===== config.mk =====
export PLATFORM = sky130hd
export DESIGN_NAME = i2c_master_transaction_sequencer
export DESIGN_NICKNAME = d
export VERILOG_FILES = /design/src/rtl/i2cs_pkg.sv /design/src/rtl/i2c_master_transaction_sequencer.sv
export VERILOG_INCLUDE_DIRS = /design/src /design/src/rtl
export SDC_FILE = /design/constraint.sdc
export NUM_CORES = 1
export LEC_CHECK = 0
export CORE_MARGIN = 8
export CORE_UTILIZATION = 44
export DETAILED_ROUTE_END_ITERATION = 16
export DONT_BUFFER_PORTS = 1
export PLACE_DENSITY_LB_ADDON = 0.3
export RECOVER_POWER = 25
export SLEW_MARGIN = 10
export SYNTH_ARGS = -nofsm -noshare
export SYNTH_HDL_FRONTEND = slang
export SYNTH_SLANG_ARGS = --single-unit
export TNS_END_PERCENT = 5

===== constraint.sdc =====
create_clock -name i_clk -period 3.47 [get_ports i_clk]
set_clock_uncertainty 0.2 [all_clocks]
set_input_delay 0.694 -clock i_clk [delete_from_list [all_inputs] [get_ports i_clk]]
set_output_delay 0.694 -clock i_clk [all_outputs]
set_load 0.01 [all_outputs]

===== src/rtl/i2c_master_transaction_sequencer_defines.svh =====
// Assertion macros shared by the I2C transaction sequencer RTL.
`ifndef I2C_MASTER_TRANSACTION_SEQUENCER_DEFINES_SVH
`define I2C_MASTER_TRANSACTION_SEQUENCER_DEFINES_SVH

// The consequent must hold in the same cycle as the antecedent.
`define I2CS_ASSERT_NOW(lbl, clk, rst_n, ante, cons) \
    lbl: assert property (@(posedge clk) disable iff (!(rst_n)) (ante) |-> (cons)) \
        else $error("sequencer check failed");

// The consequent must hold in the cycle after the antecedent.
`define I2CS_ASSERT_NEXT(lbl, clk, rst_n, ante, cons) \
    lbl: assert property (@(posedge clk) disable iff (!(rst_n)) (ante) |=> (cons)) \
        else $error("sequencer check failed");

`endif


===== src/rtl/i2cs_pkg.sv =====
// Types, codes and sizes for the I2C master transaction sequencer.
package i2cs_pkg;

    localparam int WRITE_DEPTH = 16;
    localparam int READ_DEPTH  = 16;

    // Counters must hold the depth itself.
    localparam int WCNT_W = $clog2(WRITE_DEPTH + 1);
    localparam int RCNT_W = $clog2(READ_DEPTH + 1);
    localparam int WIDX_W = (WRITE_DEPTH > 1) ? $clog2(WRITE_DEPTH) : 1;

    typedef logic [2:0] t_kind;
    typedef logic [2:0] t_cmd;
    typedef logic [2:0] t_outcome;

    localparam t_kind KIND_START    = 3'd0;
    localparam t_kind KIND_LOAD     = 3'd1;
    localparam t_kind KIND_WR_DONE  = 3'd2;
    localparam t_kind KIND_RX_BYTE  = 3'd3;
    localparam t_kind KIND_ARB_LOST = 3'd4;
    localparam t_kind KIND_BUS_ERR  = 3'd5;
    localparam t_kind KIND_UNEXP    = 3'd6;

    localparam t_cmd CMD_NONE       = 3'd0;
    localparam t_cmd CMD_ADDR_WRITE = 3'd1;
    localparam t_cmd CMD_ADDR_READ  = 3'd2;
    localparam t_cmd CMD_SEND_DATA  = 3'd3;
    localparam t_cmd CMD_ACK_NEXT   = 3'd4;
    localparam t_cmd CMD_STOP       = 3'd5;
    localparam t_cmd CMD_NACK_STOP  = 3'd6;

    localparam t_outcome OUT_UNKNOWN  = 3'd0;
    localparam t_outcome OUT_OK       = 3'd1;
    localparam t_outcome OUT_OVERFLOW = 3'd2;
    localparam t_outcome OUT_ARBLOST  = 3'd3;
    localparam t_outcome OUT_BUSERR   = 3'd4;
    localparam t_outcome OUT_NACK     = 3'd5;
    localparam t_outcome OUT_FAIL     = 3'd6;

    localparam logic [7:0] DIR_READ = 8'h01;

endpackage


===== src/rtl/i2c_master_transaction_sequencer.sv =====
// Top level of the I2C master write-then-read transaction sequencer.
// Every input beat (start request, write-buffer load or bus event) produces
// exactly one result beat carrying the bus command, any delivered read byte,
// the idle flag and the outcome code. The block takes one beat per clock
// while the sink keeps up: the sequencing state, the write buffer and the
// output register all update at the edge where a beat is taken.
// The input side stays ready while the output register is empty or is being
// emptied in the same cycle, so with a ready sink the rate is one beat per
// cycle. The write buffer powers up with unknown contents; sending a byte
// that was never loaded gives an undefined value.
`include "i2c_master_transaction_sequencer_defines.svh"

module i2c_master_transaction_sequencer (
    input  logic       i_clk,
    input  logic       i_rst_n,
    input  logic       i_in_valid,
    output logic       o_in_ready,
    input  logic [2:0] i_kind,
    input  logic [6:0] i_slave_address,
    input  logic [7:0] i_write_count,
    input  logic [7:0] i_read_count,
    input  logic [3:0] i_byte_index,
    input  logic [7:0] i_data_byte,
    input  logic       i_slave_nack,
    output logic       o_out_valid,
    input  logic       i_out_ready,
    output logic       o_accepted,
    output logic [2:0] o_bus_command,
    output logic [7:0] o_bus_byte,
    output logic       o_read_valid,
    output logic [3:0] o_read_position,
    output logic [7:0] o_read_value,
    output logic       o_idle,
    output logic [2:0] o_outcome
);

    // Sequencing state.
    logic                          r_ready, n_ready;
    i2cs_pkg::t_outcome            r_outcome, n_outcome;
    logic [7:0]                    r_addr, n_addr;
    logic [i2cs_pkg::WCNT_W-1:0]   r_to_write, n_to_write;
    logic [i2cs_pkg::RCNT_W-1:0]   r_to_read, n_to_read;
    logic [i2cs_pkg::WCNT_W-1:0]   r_written, n_written;
    logic [i2cs_pkg::RCNT_W-1:0]   r_read, n_read;
    logic [7:0]                    r_store [i2cs_pkg::WRITE_DEPTH];

    // Result register.
    logic                 r_out_valid;
    logic                 r_accepted, n_accepted;
    i2cs_pkg::t_cmd       r_cmd, n_cmd;
    logic [7:0]           r_bus_byte, n_bus_byte;
    logic                 r_rvalid, n_rvalid;
    logic [3:0]           r_rpos, n_rpos;
    logic [7:0]           r_rval, n_rval;

    logic                          in_accept;
    logic                          store_we;
    logic [i2cs_pkg::RCNT_W-1:0]   read_inc;
    logic [7:0]                    store_rd;

    assign o_in_ready = !r_out_valid || i_out_ready;
    assign in_accept  = i_in_valid && o_in_ready;
    assign read_inc   = r_read + 1'b1;
    // The index is below to_write whenever a byte is sent, and to_write never exceeds the depth.
    assign store_rd   = r_store[r_written[i2cs_pkg::WIDX_W-1:0]];

    always_comb begin
        n_ready    = r_ready;
        n_outcome  = r_outcome;
        n_addr     = r_addr;
        n_to_write = r_to_write;
        n_to_read  = r_to_read;
        n_written  = r_written;
        n_read     = r_read;
        n_accepted = 1'b0;
        n_cmd      = i2cs_pkg::CMD_NONE;
        n_bus_byte = 8'h00;
        n_rvalid   = 1'b0;
        n_rpos     = 4'h0;
        n_rval     = 8'h00;
        store_we   = 1'b0;
        case (i_kind)
            i2cs_pkg::KIND_START: begin
                if (r_ready && (int'(i_write_count) <= i2cs_pkg::WRITE_DEPTH)
                        && (int'(i_read_count) <= i2cs_pkg::READ_DEPTH)) begin
                    n_accepted = 1'b1;
                    n_addr     = {i_slave_address, 1'b0};
                    n_to_write = i2cs_pkg::WCNT_W'(i_write_count);
                    n_to_read  = i2cs_pkg::RCNT_W'(i_read_count);
                    n_written  = '0;
                    n_read     = '0;
                    n_outcome  = i2cs_pkg::OUT_UNKNOWN;
                    if (i_write_count != 8'h00) begin
                        n_ready    = 1'b0;
                        n_cmd      = i2cs_pkg::CMD_ADDR_WRITE;
                        n_bus_byte = {i_slave_address, 1'b0};
                    end else if (i_read_count != 8'h00) begin
                        n_ready    = 1'b0;
                        n_cmd      = i2cs_pkg::CMD_ADDR_READ;
                        n_bus_byte = {i_slave_address, 1'b0} | i2cs_pkg::DIR_READ;
                    end else begin
                        // Nothing to move: the transaction completes at once.
                        n_outcome = i2cs_pkg::OUT_OK;
                    end
                end
            end
            i2cs_pkg::KIND_LOAD: begin
                store_we = int'(i_byte_index) < i2cs_pkg::WRITE_DEPTH;
            end
            i2cs_pkg::KIND_WR_DONE: begin
                if (!r_ready) begin
                    if (i_slave_nack) begin
                        n_cmd     = i2cs_pkg::CMD_STOP;
                        n_outcome = i2cs_pkg::OUT_NACK;
                        n_ready   = 1'b1;
                    end else if (r_written < r_to_write) begin
                        n_cmd      = i2cs_pkg::CMD_SEND_DATA;
                        n_bus_byte = store_rd;
                        n_written  = r_written + 1'b1;
                    end else if (r_read < r_to_read) begin
                        n_cmd      = i2cs_pkg::CMD_ADDR_READ;
                        n_bus_byte = r_addr | i2cs_pkg::DIR_READ;
                    end else begin
                        n_cmd     = i2cs_pkg::CMD_STOP;
                        n_outcome = i2cs_pkg::OUT_OK;
                        n_ready   = 1'b1;
                    end
                end
            end
            i2cs_pkg::KIND_RX_BYTE: begin
                if (!r_ready) begin
                    if (int'(r_read) >= i2cs_pkg::READ_DEPTH) begin
                        n_cmd     = i2cs_pkg::CMD_STOP;
                        n_outcome = i2cs_pkg::OUT_OVERFLOW;
                        n_ready   = 1'b1;
                    end else begin
                        // A byte beyond the requested count is still delivered.
                        n_rvalid = 1'b1;
                        n_rpos   = 4'(r_read);
                        n_rval   = i_data_byte;
                        n_read   = read_inc;
                        if (read_inc < r_to_read) begin
                            n_cmd = i2cs_pkg::CMD_ACK_NEXT;
                        end else begin
                            n_cmd     = i2cs_pkg::CMD_NACK_STOP;
                            n_outcome = i2cs_pkg::OUT_OK;
                            n_ready   = 1'b1;
                        end
                    end
                end
            end
            i2cs_pkg::KIND_ARB_LOST: begin
                n_outcome = i2cs_pkg::OUT_ARBLOST;
                n_ready   = 1'b1;
            end
            i2cs_pkg::KIND_BUS_ERR: begin
                n_outcome = i2cs_pkg::OUT_BUSERR;
                n_ready   = 1'b1;
            end
            i2cs_pkg::KIND_UNEXP: begin
                n_outcome = i2cs_pkg::OUT_FAIL;
                n_ready   = 1'b1;
            end
            default: begin
            end
        endcase
    end

    always_ff @(posedge i_clk) begin
        if (!i_rst_n) begin
            r_ready     <= 1'b1;
            r_outcome   <= i2cs_pkg::OUT_UNKNOWN;
            r_addr      <= 8'h00;
            r_to_write  <= '0;
            r_to_read   <= '0;
            r_written   <= '0;
            r_read      <= '0;
            r_out_valid <= 1'b0;
        end else begin
            if (in_accept) begin
                r_ready    <= n_ready;
                r_outcome  <= n_outcome;
                r_addr     <= n_addr;
                r_to_write <= n_to_write;
                r_to_read  <= n_to_read;
                r_written  <= n_written;
                r_read     <= n_read;
            end
            if (in_accept) begin
                r_out_valid <= 1'b1;
            end else if (i_out_ready) begin
                r_out_valid <= 1'b0;
            end
        end
    end

    // Result payload; the idle flag and outcome come from the updated state.
    always_ff @(posedge i_clk) begin
        if (in_accept) begin
            r_accepted <= n_accepted;
            r_cmd      <= n_cmd;
            r_bus_byte <= n_bus_byte;
            r_rvalid   <= n_rvalid;
            r_rpos     <= n_rpos;
            r_rval     <= n_rval;
        end
    end

    always_ff @(posedge i_clk) begin
        if (in_accept && store_we) begin
            r_store[i2cs_pkg::WIDX_W'(i_byte_index)] <= i_data_byte;
        end
    end

    assign o_out_valid     = r_out_valid;
    assign o_accepted      = r_accepted;
    assign o_bus_command   = r_cmd;
    assign o_bus_byte      = r_bus_byte;
    assign o_read_valid    = r_rvalid;
    assign o_read_position = r_rpos;
    assign o_read_value    = r_rval;
    assign o_idle          = r_ready;
    assign o_outcome       = r_outcome;

    `I2CS_ASSERT_NOW(a_read_answer, i_clk, i_rst_n, o_out_valid && o_read_valid,
        o_bus_command == i2cs_pkg::CMD_ACK_NEXT || o_bus_command == i2cs_pkg::CMD_NACK_STOP)
    `I2CS_ASSERT_NOW(a_addr_busy, i_clk, i_rst_n,
        o_out_valid && (o_bus_command == i2cs_pkg::CMD_ADDR_WRITE
            || o_bus_command == i2cs_pkg::CMD_SEND_DATA
            || o_bus_command == i2cs_pkg::CMD_ACK_NEXT),
        !o_idle)
    `I2CS_ASSERT_NOW(a_write_bound, i_clk, i_rst_n, 1'b1, r_written <= r_to_write)
    `I2CS_ASSERT_NEXT(a_stop_idle, i_clk, i_rst_n,
        in_accept && (n_cmd == i2cs_pkg::CMD_STOP || n_cmd == i2cs_pkg::CMD_NACK_STOP),
        o_idle && o_out_valid)

endmodule


# Word-level counts from Yosys, hierarchy flattened
# Memories as Yosys holds them, arrays and structs flattened. A register that Yosys moved wholly into a read port is not among the register bits.
# Index checks and enable logic that the tools add are counted.
[word_totals] output_inout_bits=31 in_bits=43 reg_bits=57 memories=1 elab_cells=120 mem_bits_rw=128
[op_classes] bitwise_logic=1 order_cmp=6 reduce_logical=22 add_sub_neg=2 n_eq_ne=16 mux=58
[mem_list] memory="r_store" depth=16 width=8 rd=1 rd_clocked_by_memory_dff=1 write_ports=1 line_no="i2c_master_transaction_sequencer.sv:45" rtl="logic [7:0] r_store [i2cs_pkg::WRITE_DEPTH];"
[op_table] operator="8-bit 2-to-1 mux" n=7
[op_table] operator="3-bit 2-to-1 mux" n=13
[op_table] operator="5-bit 2-to-1 mux" n=6
[op_table] operator="5-bit case mux with 2 select lines" n=2
[op_table] operator="1-bit 2-to-1 mux" n=19
[op_table] operator="3-bit case mux with 6 select lines" n=1
[op_table] operator="8-bit by 5-bit <= comparator with 1-bit output (second input constant)" n=2
[op_table] operator="8-bit case mux with 2 select lines" n=1
[op_table] operator="8-bit nonzero test" n=2
[op_table] operator="5-bit < comparator" n=3
[op_table] operator="2-bit != test (second input constant)" n=6
[op_table] operator="3-bit != test (second input constant)" n=4
[op_table] operator="5-bit by 1-bit adder with 5-bit output (second input constant)" n=2
[op_table] operator="2-bit 2-to-1 mux" n=5
[op_table] operator="3-bit equality test (second input constant)" n=3
[op_table] operator="3-bit case mux with 3 select lines" n=1
[op_table] operator="4-bit 2-to-1 mux" n=2
[op_table] operator="8-bit AND reduction" n=1
[op_table] operator="3-bit by 2-bit equality test with 1-bit output (second input constant)" n=2
[op_table] operator="6-bit AND reduction" n=1
[op_table] operator="2-bit nonzero test" n=3
[op_table] operator="6-bit nonzero test" n=1
[op_table] operator="3-bit OR reduction" n=2
[op_table] operator="5-bit >= comparator (second input constant)" n=1
[op_table] operator="12 further kinds" n=15

# Logic depth before layout (Yosys ltp)
[depth] depth_word=7 mapped_depth=9 mapped_depth_nobuf=9

# Least setup slack after synthesis
# No wires, ideal clock.
[synth_path] path_type="in2reg" from="input port i_out_ready" to="memory r_store[0][0] (enable)" n_path_buf=0 stages=6 arrival_ps=2812 path_slack_ps=75 t_required_ps=2887 setup_ps=383 path_cell_list="or2b_2 -> nand2_1 -> inv_1 -> nand3_1 -> or3_1 -> nor3_1"
[synth_via] elab_chain_len=5
[synth_rtl] item="start, declared" line_no="i2c_master_transaction_sequencer.sv:26" rtl="input logic i_out_ready,"
[synth_rtl] item="1-bit logical OR" line_no="i2c_master_transaction_sequencer.sv:61" rtl="assign o_in_ready = !r_out_valid || i_out_ready;"
[synth_rtl] item="1-bit logical AND" line_no="i2c_master_transaction_sequencer.sv:62" rtl="assign in_accept = i_in_valid && o_in_ready;"
[synth_rtl] item="net in_accept" line_no="i2c_master_transaction_sequencer.sv:56" rtl="logic in_accept;"
[synth_rtl] item="1-bit logical AND" line_no="i2c_master_transaction_sequencer.sv:210" rtl="if (in_accept && store_we) begin"
[synth_rtl] item="1-bit 2-to-1 mux" line_no="i2c_master_transaction_sequencer.sv:210"
[synth_rtl] item="1-bit 2-to-1 mux (not written as such)" line_no="i2c_master_transaction_sequencer.sv:211" rtl="r_store[i2cs_pkg::WIDX_W'(i_byte_index)] <= i_data_byte;"
[synth_rtl] item="end, declared" line_no="i2c_master_transaction_sequencer.sv:45"
# The timed path passes the listed nets, and every way through them passes these cells.

==> summary.md <==
| Metric | Value |
|---|---|
| Clock tree sinks | `189` |
| Critical path fanouts, max | `17` |
| Routability cong. | `0.8172` |
| Pint | `3.563 mW` |
| EDFF count, synth | `153` |
| Number of nets in the layout | `593` |
| DR WL/cell | `23.36 µm` |
| Flop pwr share | `55.8%` |
| H-tree levels | `4` |
| Post-DP HPWL | `12,260 µm` |
| Yosys cell types | `59` |
| Congestion Overflow GR | `0` |
| # diodes | `0` |
| Tightest Pin Transition | `0.8482 ns` |
| Sequential share of the synthesized area | `66.16%` |
| Metal3 WL | `1570 µm` |
| Setup Viol. Count Final | `0` |
| Final hold slack | `0.1478 ns` |
| Primary FF master, synth | `edfxtp_1` |
| Hold Crit Class | `in2reg` |
| Req. time, crit path | `3.44 ns` |
| Hold Path Sink | `o_idle$_SDFFE_PN1P_` |
| Slew HR | `43.25%` |
| Clock buffer count from CTS | `17` |
| Crit Path Class | `reg2reg` |
| Max cap viols | `0` |
| Largest net degree at the start of global routing | `36` |
| Metal-1 WL | `7152 µm` |
| Sw frac | `20.16%` |
| Critical path startpoint category | `flip-flop` |
| Hold path depth | `1` |
| Syn_nets | `581` |
| Leak pwr | `2.854 nW` |
| DIE WIDTH | `151.1 µm` |
| Most used cell, CP | `mux4_2` |
| Pre-CTS setup slack | `0.5171 ns` |
| Placed Area | `8339 µm²` |
| DRC Markers | `0` |
| Synthesized area per cell | `15.36 µm²` |
| Crit share post-route | `82.15%` |
| GRT Overall Usage | `16.61%` |
| Cell Chain, Critical Path | `buf_12 -> mux4_2 -> mux4_2 -> nor2b_1 -> a221o_1` |
| Post-route cell area | `8909 µm²` |
| Worst path bufs/invs | `1` |
| Placed cells | `745` |
| Async set-or-reset flop fraction in the synthesized netlist | `0%` |
| Non-Filler Instances | `776` |
| PD cells | `501.0 nW/µm²` |
| Setup slack on the worst flop-to-flop path | `0.62 ns` |
| Worst Path Arrival | `2.82 ns` |
| Met2 WL | `9008 µm` |
| Post-Synthesis Cells | `523` |
| RSZ-0062 raised after global routing | `false` |
| Worst-skew pair later-pin latency | `0.42 ns` |
| Top routing layer used | `met4` |
| Row cnt | `49` |
| Status | `complete, no violations` |
| Root Buffer | `clkbuf_16` |
| Total Power | `4.463 mW` |
| Min Tclk post-route | `2.851 ns` |
| Area grow syn2layout | `10.89%` |
| Drt pass-1 iters | `5` |
| Vias/cell | `5.847` |
| Cell family with most CP delay | `multiplexers` |
| Via count | `4,537` |
| Antenna violations before repair | `0` |
| Initial Utilization | `44.72%` |
| Min-Delay Startpoint | `i_rst_n` |
| Share of layout cells above drive strength 1 | `18.10%` |
| Yosys reg bits | `189` |
| NetSw | `0.8999 mW` |
| Clk slew on worst S/H paths | `0.07 ns` |
| FF-to-FF End | `o_bus_byte[2]$_DFFE_PP_` |
| FF-to-FF path depth | `5` |
| Core area | `17,960 µm²` |
| Slowest cell on crit path | `dfxtp_2` |
| Antenna Nets Post-Route | `0` |
| Final Util | `49.59%` |
| Total Wirelength | `18,130 µm` |
| Vias in the first global route | `4,648` |
| Mapped cell area | `8034 µm²` |
| Setup Fix Bufs, Post-CTS | `0` |
| Final-report hold violation count | `0` |
| I/O Buffers | `0` |
| Max Freq | `0.3508 GHz` |
| CP Capture Type | `flip-flop` |
| Clk pwr share | `42.6%` |
| Setup total negative slack | `0 ns` |
| Ys Warns | `0` |
| Final Max Slew Viols | `0` |
| DIE AREA | `22,840 µm²` |
| 1st-iter DRT viols | `346` |
| Final setup margin | `0.6194 ns` |
| Global-route wire length before repair | `27,580 µm` |
| CTS Buffer Depth | `2` |
| Vert. Die Dim | `151.1 µm` |
| I/O Pins | `74` |
| Combinational share of power | `1.6%` |
| Worst vdd ir | `0.3840 mV` |
| Hold_buf cts | `0` |
| Crit path largest cell delay | `0.65 ns` |
| CTS tree | `yes` |
| Cts repair resizes | `0` |
## worst register-to-register path, delay by kind of cell (launching register included)
kind	cells	cell delay, ns
AO/OA/AOI/OAI	1	0.29
AND/OR/NAND/NOR	1	0.15
flip-flops	1	0.65
multiplexers	2	1.06
buffers and inverters	1	0.26
## flip-flops by register name, summed over array words and instances (netlist names), named ones only
| name | cells |
|---|---|
| o_accepted | 1 |
| o_bus_byte | 8 |
| o_bus_command | 3 |
| o_idle | 1 |
| o_out_valid | 1 |
| o_outcome | 3 |
| o_read_position | 4 |
| o_read_valid | 1 |
| o_read_value | 8 |
| r_addr | 7 |
| r_read | 5 |
| r_store | 128 |
| r_to_read | 5 |
| r_to_write | 5 |
| r_written | 5 |
## power groups by stage
stage / clock network, mW / registers, mW / logic (mW)
2_1_floorplan: 0 / 2.53 / 0.0671
3_3_place_gp: 0 / 2.54 / 0.0689
3_5_place_dp: 0 / 2.54 / 0.0706
4_1_cts: 1.94 / 2.49 / 0.0719
5_1_grt: 2.02 / 2.49 / 0.0785
6_report: 1.90 / 2.49 / 0.0718
## worst max path at each step
stage | end | slack, ns | depth (start not counted) | from
2_1_floorplan | r_store[0][0]$_DFFE_PP_ | 0.07 | 6 | i_out_ready
3_3_place_gp | r_to_read[0]$_SDFFE_PN0P_ | 0.56 | 5 | i_read_count[0]
3_5_place_dp | r_store[14][7]$_DFFE_PP_ | 0.52 | 7 | i_out_ready
4_1_cts | o_bus_byte[5]$_DFFE_PP_ | 0.57 | 5 | flip-flop
5_1_grt | o_bus_byte[0]$_DFFE_PP_ | 0.49 | 5 | flip-flop
6_report | o_bus_byte[2]$_DFFE_PP_ | 0.62 | 5 | flip-flop
## routing by layer
metal	vias up	global-route usage [%]
li1	2038	-
met1	2297	19.93
met2	176	27.34
met3	26	5.497
met4	0	6.333
met5	-	0
## cells in the final DEF, fill, tap and decap left out, types with 7 or more instances in the layout
| master | count |
|---|---|
| a21boi_0 | 9 |
| a21boi_1 | 10 |
| a21oi_1 | 8 |
| a221o_1 | 7 |
| and2_1 | 11 |
| buf_4 | 13 |
| clkbuf_16 | 17 |
| dfxtp_1 | 35 |
| edfxtp_1 | 153 |
| ha_1 | 15 |
| inv_1 | 18 |
| mux4_2 | 40 |
| nand2_1 | 60 |
| nand2b_1 | 8 |
| nand3_1 | 20 |
| nor2_1 | 23 |
| nor2b_1 | 10 |
| nor3_1 | 7 |
| o21ai_0 | 10 |
## cell families (layout without fill, tap and decap cells)
kind of cell	after synthesis	after routing	share of synthesized area (%)
buf+inv	39	63	2.149
fa+ha+maj	15	15	2.336
mux	42	42	11.46
xor+xnor	6	6	0.6542
flops	189	189	66.16
compound gates	73	73	7.149
simple gates	159	159	10.09
## cells in the mapped netlist, types with 2 or more instances
master / instances / share of area [%]
a21boi_0: 9 / 0.84
edfxtp_1: 153 / 57
o211a_1: 3 / 0.37
and2_1: 11 / 0.86
o211ai_1: 3 / 0.28
nor3b_2: 3 / 0.47
or4_4: 2 / 0.28
a21oi_1: 8 / 0.50
a21boi_1: 10 / 0.93
xor2_1: 3 / 0.33
mux4_2: 40 / 11
o21ai_0: 10 / 0.62
or3_1: 5 / 0.39
buf_2: 5 / 0.31
buf_6: 2 / 0.28
inv_1: 18 / 0.84
nor2_1: 23 / 1.1
dfxtp_1: 36 / 9.0
ha_1: 15 / 2.3
a21o_1: 2 / 0.19
nand2b_1: 8 / 0.62
buf_1: 2 / 0.093
a221o_1: 7 / 0.87
xnor2_1: 3 / 0.33
clkbuf_1: 10 / 0.47
nand2_1: 60 / 2.8
nor3_1: 8 / 0.50
mux2i_1: 2 / 0.25
nand3_1: 20 / 1.2
a31oi_1: 4 / 0.31
nor2b_1: 10 / 0.78
## final cells by class
type	count	area, µm²
clock buffers	19	432.9
clock inverters	12	136.4
fillers	1499	9055
inverters	18	67.56
multi-input cells	295	2551
flip-flops and latches	189	5316
well taps	229	286.5
repair buffers	14	117.6
(Power assumes the default switching activity.)
